**config.mk**
```make
export PLATFORM = sky130hd
export DESIGN_NAME = base64_stream_codec
export DESIGN_NICKNAME = d
export VERILOG_FILES = /design/src/rtl/b64sc_pkg.sv /design/src/rtl/base64_stream_codec.sv
export SDC_FILE = /design/constraint.sdc
export NUM_CORES = 1
export LEC_CHECK = 0
export BUFFER_PORTS_ARGS = -buffer_cell sky130_fd_sc_hd__buf_4
export CAP_MARGIN = 10
export CORE_ASPECT_RATIO = 0.75
export CORE_MARGIN = 10
export CORE_UTILIZATION = 60
export DETAILED_ROUTE_END_ITERATION = 10
export PLACE_DENSITY_LB_ADDON = 0.25
export SLEW_MARGIN = 20
export SYNTH_ARGS = -nofsm -noshare
export SYNTH_HDL_FRONTEND = slang
export SYNTH_SLANG_ARGS = --single-unit
```
**constraint.sdc**
```tcl
create_clock -name clk -period 11.3 [get_ports clk]
set_input_delay 1.695 -clock clk [delete_from_list [all_inputs] [get_ports clk]]
set_output_delay 1.695 -clock clk [all_outputs]
set_load 0.05 [all_outputs]
```
**src/rtl/b64sc_pkg.sv**
```systemverilog
// ----------------------------------------------------------------------------
// b64sc_pkg
// Types and character helpers for the base64 stream codec.
// ----------------------------------------------------------------------------
package b64sc_pkg;

    localparam logic MODE_ENCODE = 1'b0;
    localparam logic MODE_DECODE = 1'b1;

    localparam logic [7:0] PAD_CHAR = 8'h3D;

    typedef struct packed {
        logic [7:0] in_byte;
        logic       in_last;
    } in_t;

    typedef struct packed {
        logic [7:0] out_byte;
        logic       has_data;
        logic       out_last;
    } out_t;

    // one item's worth of results, oldest byte in the top bits
    typedef struct packed {
        logic [31:0] data;
        logic [1:0]  left;
        logic        has_data;
        logic        last;
    } grp_t;

    function automatic logic [7:0] enc_char(input logic [5:0] s);
        logic [7:0] c;
        begin
            if (s < 6'd26)
                c = 8'h41 + {2'b00, s};
            else if (s < 6'd52)
                c = 8'h47 + {2'b00, s};
            else if (s < 6'd62)
                c = 8'hFC + {2'b00, s};
            else if (s == 6'd62)
                c = 8'h2B;
            else
                c = 8'h2F;
            return c;
        end
    endfunction

    // {valid, sextet}
    function automatic logic [6:0] dec_sextet(input logic [7:0] c);
        logic [6:0] r;
        begin
            case (c) inside
                [8'h41:8'h5A]: r = {1'b1, 6'(c - 8'h41)};
                [8'h61:8'h7A]: r = {1'b1, 6'(c - 8'h47)};
                [8'h30:8'h39]: r = {1'b1, 6'(c + 8'h04)};
                8'h2B:         r = {1'b1, 6'd62};
                8'h2F:         r = {1'b1, 6'd63};
                default:       r = 7'h00;
            endcase
            return r;
        end
    endfunction

endpackage

```
**src/rtl/base64_stream_codec.sv**
```systemverilog
// An item's first result is registered in the drain slot driving out, or waits in the pending slot.
// Throughput: one input request per cycle until a finished group waits behind the
//   one draining; results drain one per ready cycle from a two-deep group buffer.
// Ready receiver: encode input backs up while groups drain; decode sustains one character per cycle.
// Reset: async active low; mode returns to encode and the open group is cleared.
// ----------------------------------------------------------------------------
// base64_stream_codec
// Streaming base64 encoder/decoder, one byte per request, with last flush.
// ----------------------------------------------------------------------------
module base64_stream_codec (
    input  logic             clk,
    input  logic             rst_n,
    input  logic             cfg_valid,
    output logic             cfg_ready,
    input  logic             cfg_data,
    input  logic             in_valid,
    output logic             in_ready,
    input  b64sc_pkg::in_t   in_data,
    output logic             out_valid,
    input  logic             out_ready,
    output b64sc_pkg::out_t  out_data
);
    import b64sc_pkg::*;

    logic        mode_reg;
    logic [23:0] buf_reg, buf_next;
    logic [1:0]  cnt_reg, cnt_next;
    logic        stop_reg, stop_next;

    grp_t        grp;
    logic        emit;
    grp_t        pend_reg;
    logic        pend_valid_reg, pend_valid_next;
    grp_t        drn_reg;
    logic        drn_valid_reg;

    logic [23:0] enc_buf;
    logic [23:0] enc_v;
    logic [6:0]  sx;
    logic        take;
    logic [23:0] dbuf;
    logic [2:0]  cnt_after;

    logic        acc;
    logic        out_take;
    logic        finishing;
    logic        drain_free;
    logic        pend_load;

    assign cfg_ready = 1'b1;
    assign in_ready  = !pend_valid_reg;
    assign acc       = in_valid && in_ready;

    always_comb
    begin
        grp          = '0;
        grp.has_data = 1'b1;
        grp.last     = in_data.in_last;
        emit         = 1'b0;
        buf_next     = buf_reg;
        cnt_next     = cnt_reg;
        stop_next    = stop_reg;
        enc_buf      = {buf_reg[15:0], in_data.in_byte};
        enc_v        = '0;
        sx           = dec_sextet(in_data.in_byte);
        take         = 1'b0;
        dbuf         = buf_reg;
        cnt_after    = {1'b0, cnt_reg};

        if (mode_reg == MODE_ENCODE)
        begin
            if (cnt_reg == 2'd2)
            begin
                grp.data = {enc_char(enc_buf[23:18]), enc_char(enc_buf[17:12]),
                            enc_char(enc_buf[11:6]),  enc_char(enc_buf[5:0])};
                grp.left = 2'd3;
                emit     = 1'b1;
                buf_next = '0;
                cnt_next = '0;
            end
            else
            begin
                buf_next = enc_buf;
                cnt_next = cnt_reg + 2'd1;
                if (in_data.in_last)
                begin
                    enc_v    = (cnt_reg == 2'd0) ? {in_data.in_byte, 16'h0000}
                                                 : {enc_buf[15:0], 8'h00};
                    grp.data = {enc_char(enc_v[23:18]), enc_char(enc_v[17:12]),
                                (cnt_reg == 2'd1) ? enc_char(enc_v[11:6]) : PAD_CHAR,
                                PAD_CHAR};
                    grp.left = 2'd3;
                    emit     = 1'b1;
                end
            end
        end
        else
        begin
            take = !stop_reg && sx[6];
            if (!stop_reg && !sx[6])
                stop_next = 1'b1;
            if (take)
            begin
                dbuf      = {buf_reg[17:0], sx[5:0]};
                cnt_after = {1'b0, cnt_reg} + 3'd1;
            end
            if (cnt_after == 3'd4)
            begin
                grp.data = {dbuf, 8'h00};
                grp.left = 2'd2;
                emit     = 1'b1;
                buf_next = '0;
                cnt_next = '0;
            end
            else
            begin
                buf_next = dbuf;
                cnt_next = cnt_after[1:0];
                if (in_data.in_last)
                begin
                    emit = 1'b1;
                    case (cnt_after[1:0])
                        2'd2:
                        begin
                            grp.data = {dbuf[11:4], 24'h000000};
                            grp.left = 2'd0;
                        end
                        2'd3:
                        begin
                            grp.data = {dbuf[17:2], 16'h0000};
                            grp.left = 2'd1;
                        end
                        default:
                        begin
                            grp.data     = '0;
                            grp.left     = 2'd0;
                            grp.has_data = 1'b0;
                        end
                    endcase
                end
            end
        end

        if (in_data.in_last)
        begin
            buf_next  = '0;
            cnt_next  = '0;
            stop_next = 1'b0;
        end
    end

    assign out_valid         = drn_valid_reg;
    assign out_data.out_byte = drn_reg.data[31:24];
    assign out_data.has_data = drn_reg.has_data;
    assign out_data.out_last = drn_reg.last && (drn_reg.left == 2'd0);

    assign out_take   = out_valid && out_ready;
    assign finishing  = out_take && (drn_reg.left == 2'd0);
    assign drain_free = !drn_valid_reg || finishing;
    assign pend_load  = acc && emit && (!drain_free || pend_valid_reg);

    always_comb
    begin
        pend_valid_next = pend_load || (pend_valid_reg && !drain_free);
    end

    always_ff @(posedge clk or negedge rst_n)
    begin
        if (!rst_n)
        begin
            mode_reg       <= MODE_ENCODE;
            buf_reg        <= '0;
            cnt_reg        <= '0;
            stop_reg       <= 1'b0;
            pend_valid_reg <= 1'b0;
            drn_valid_reg  <= 1'b0;
        end
        else
        begin
            if (cfg_valid && cfg_ready)
            begin
                mode_reg <= cfg_data;
                buf_reg  <= '0;
                cnt_reg  <= '0;
                stop_reg <= 1'b0;
            end
            else if (acc)
            begin
                buf_reg  <= buf_next;
                cnt_reg  <= cnt_next;
                stop_reg <= stop_next;
            end
            pend_valid_reg <= pend_valid_next;
            if (drain_free)
                drn_valid_reg <= pend_valid_reg || (acc && emit);
        end
    end

    always_ff @(posedge clk)
    begin
        if (pend_load)
            pend_reg <= grp;
        if (drain_free)
        begin
            if (pend_valid_reg)
                drn_reg <= pend_reg;
            else
                drn_reg <= grp;
        end
        else if (out_take)
        begin
            drn_reg.data <= {drn_reg.data[23:0], 8'h00};
            drn_reg.left <= drn_reg.left - 2'd1;
        end
    end

endmodule

```
==> out/qor.yml <==
syn_to_final_growth_pct: 4.08
fp.dieH_um: 123
synth_nets: 1070
die_x_um: 157
wl_um: 26800
ys_warn_count: 0
synth_cells: 1010
ctsHoldBuffers: 0
synth_most_common_cell: "nand2_1"
r2r_slack_ns: 6.55
core_area_um2: 13800
final_hold_viol_count: 0
worstPathArrival_ns: 5.37
max-cap-violations: 0
ys.flop_type: "edfxtp_1"
min_period_ns: 5.14
cts.clk_slew.worst_paths_ns: 0.08
ctsResizeCount: 0
rsz0062_at_grt: "false"
wire_per_inst_um: 23.4
fp-row-count: 37
holdCritPathClass: "reg -> reg"
synth.avg_cell_area_um2: 8.41
slew_viol_final: 0
port_buffers: 26
fin_skew_ns: 0.0139
ctsLongestPathBuffers: 2
dieArea_um2: 19400
yosys.area.top_type: "edfxtp_1"
switchingPower_mw: 0.580
grt_overflow_total: 0
endpoint_kind: "flop"
place_congestion: 1.01
drcViolationCount: 0
grt_pass1_wl_um: 42500
numCtsBuffers: 9
final-setup-viol-count: 0
vias_per_cell: 7.16
synth_seq_cells: 96
p_seq_frac: 0.387
place_ws_ns: 5.96
drt_iter0_drc: 1221
grt_pass1_vias: 7504
p_sw_frac: 0.410
first_pass_iters: 6
tritoncts: "built"
antennaDiodeCount: 0
synthArstFlopShare: 0.250
min_period_over_period: 0.455
critPathSlowestCell: "a21oi_2"
grt_antenna_before_repair: 0
tightest_slew_ns: 1.13
ant_nets: 0
max_freq_mhz: 195
synth_area_leaders: "edfxtp_1 25%, dfrtp_1 7.1%, ha_1 6.6%"
grt_max_degree: 38
internal_power_mw: 0.833
track_usage: 0.274
layout_setup_ws_ns: 6.16
clock-root-buffer: "clkbuf_16"
num_vias: 8197
path_max_fanout: 18
path_cells: "buf_4 > inv_1 > ha_1 > nor2b_1 > o32ai_2 > a21oi_2 > a21oi_2 > buf_4 > mux2_2 > a22oi_1 > o21ai_0"
synth.distinct_cells: 86
synth_common_cells: "106 x nand2_1, 72 x edfxtp_1, 66 x a21oi_1"
netlist_area_um2: 8490
max_slew_margin: 0.242
power_leakage_nw: 3.40
ctsHtreeMaxLevel: 3
cp.required_ns: 11.53
synth-edff-count: 72
ios: 28
hpwl_um: 19100
p_per_area_nw_per_um2: 160
largest_register_ffs: 36
status: "finished clean"
ys_seq_area_frac: 0.325
crit_type: "in -> reg"
p_comb_frac: 0.399
fin_nets: 1025
ir_drop_mv: 0.102
clk_latency_ns: 0.36
start_util: 0.615
fin_setup_tns_ns: 0
numClockSinks: 96
max_stage_delay_ns: 0.85
pwr-share-clk: 0.214
netlist.area_leader.share: 0.255
post_cts_buffers: 0
critPathLaunchType: "input pin"
drive_gt1_frac: 0.0856
-- path summary, 6_finish.rpt --
path / from / end / cells after the start
setup / recovery: in_data[3] / buf_reg[15] / 11
setup reg to reg: cnt_reg[0] / out_data[9] / 13
min in group asynchronous: rst_n / buf_reg[11] / 1
hold / removal: pend_reg[0] / drn_reg[0] / 1
hold reg to reg: pend_reg[0] / drn_reg[0] / 1
max in group asynchronous: rst_n / buf_reg[0] / 1
-- layout by cell type (no fill, tap or decap), types with 5 or more instances in the layout --
master and instances:
a2111oi_0 5, a211o_1 8, a211oi_1 22, a21o_1 15
a21oi_1 66, a22oi_1 23, a2bb2oi_1 5, a31oi_1 26
and2_1 8, and3_1 5, buf_4 33, clkbuf_16 9
dfrtp_1 24, edfxtp_1 72, ha_1 45, inv_1 47
mux2_2 9, mux2i_1 31, nand2_1 106, nand2b_1 12
nand3_1 29, nand3b_1 7, nand4_1 5, nor2_1 63
nor2b_1 11, nor3_1 27, nor4_1 6, o211ai_1 9
o21a_1 9, o21ai_0 60, o21ai_1 10, o221ai_1 5
o22ai_1 17, o311ai_0 5, or3_1 26, xnor2_1 13
-- critical path, delay by kind of cell --
family	cells	cell delay, ns
AND/OR/NAND/NOR	1	0.19
multiplexers	1	0.36
AO/OA/AOI/OAI	5	2.00
adder cells (fa/ha/maj)	1	0.33
buffers and inverters	3	0.76
-- area by class of cell --
class                           count  area [um2]
Multi-Input combinational cell    775        5130
Inverter                           50         188
Fill cell                        1196        4960
Sequential cell                    96        2760
Clock inverter                      6        60.1
Tap cell                          175         219
Clock buffer                       10         229
Timing Repair Buffer               33         248
-- power by group through the flow --
stage	clock, mW	sequential, mW	combinational [mW]
after floorplan	0	0.524	0.445
after global placement	0	0.551	0.547
after detailed placement	0	0.552	0.549
after CTS	0.299	0.545	0.553
after global routing	0.314	0.553	0.609
final	0.303	0.547	0.563
-- layer usage --
metal,share of wire,vias to the layer above,track usage
li1,-,3683,-
met4,0.038,0,0.115
met5,0,-,0
met1,0.43,3869,0.397
met2,0.41,564,0.382
met3,0.12,81,0.0632
-- logic make-up after synthesis --
logic type	Yosys count	synth area share
adders and majority gates	45	0.0663
other	1	0.000442
DFF	96	0.325
and+or+nand+nor	320	0.182
AOI/OAI and AO/OA	349	0.285
buffers and inverters	139	0.0706
xor gates and xnor gates	17	0.0175
muxes	43	0.0533
-- metrics by stage --
step / area, um2 / instances / power, mW / hold WS, ns / utilization
after floorplan: 8490 / 1010 / 0.969 / 0.495 / -
after global routing: 8840 / 1145 / 1.48 / 0.576 / 0.641
after detailed placement: 8550 / 1129 / 1.10 / 0.542 / 0.620
after global placement: 8550 / 1129 / 1.10 / 0.516 / 0.620
after CTS: 8840 / 1145 / 1.40 / 0.561 / 0.641
final: 8840 / 1145 / 1.41 / 0.560 / 0.641
(Power assumes the default switching activity.)
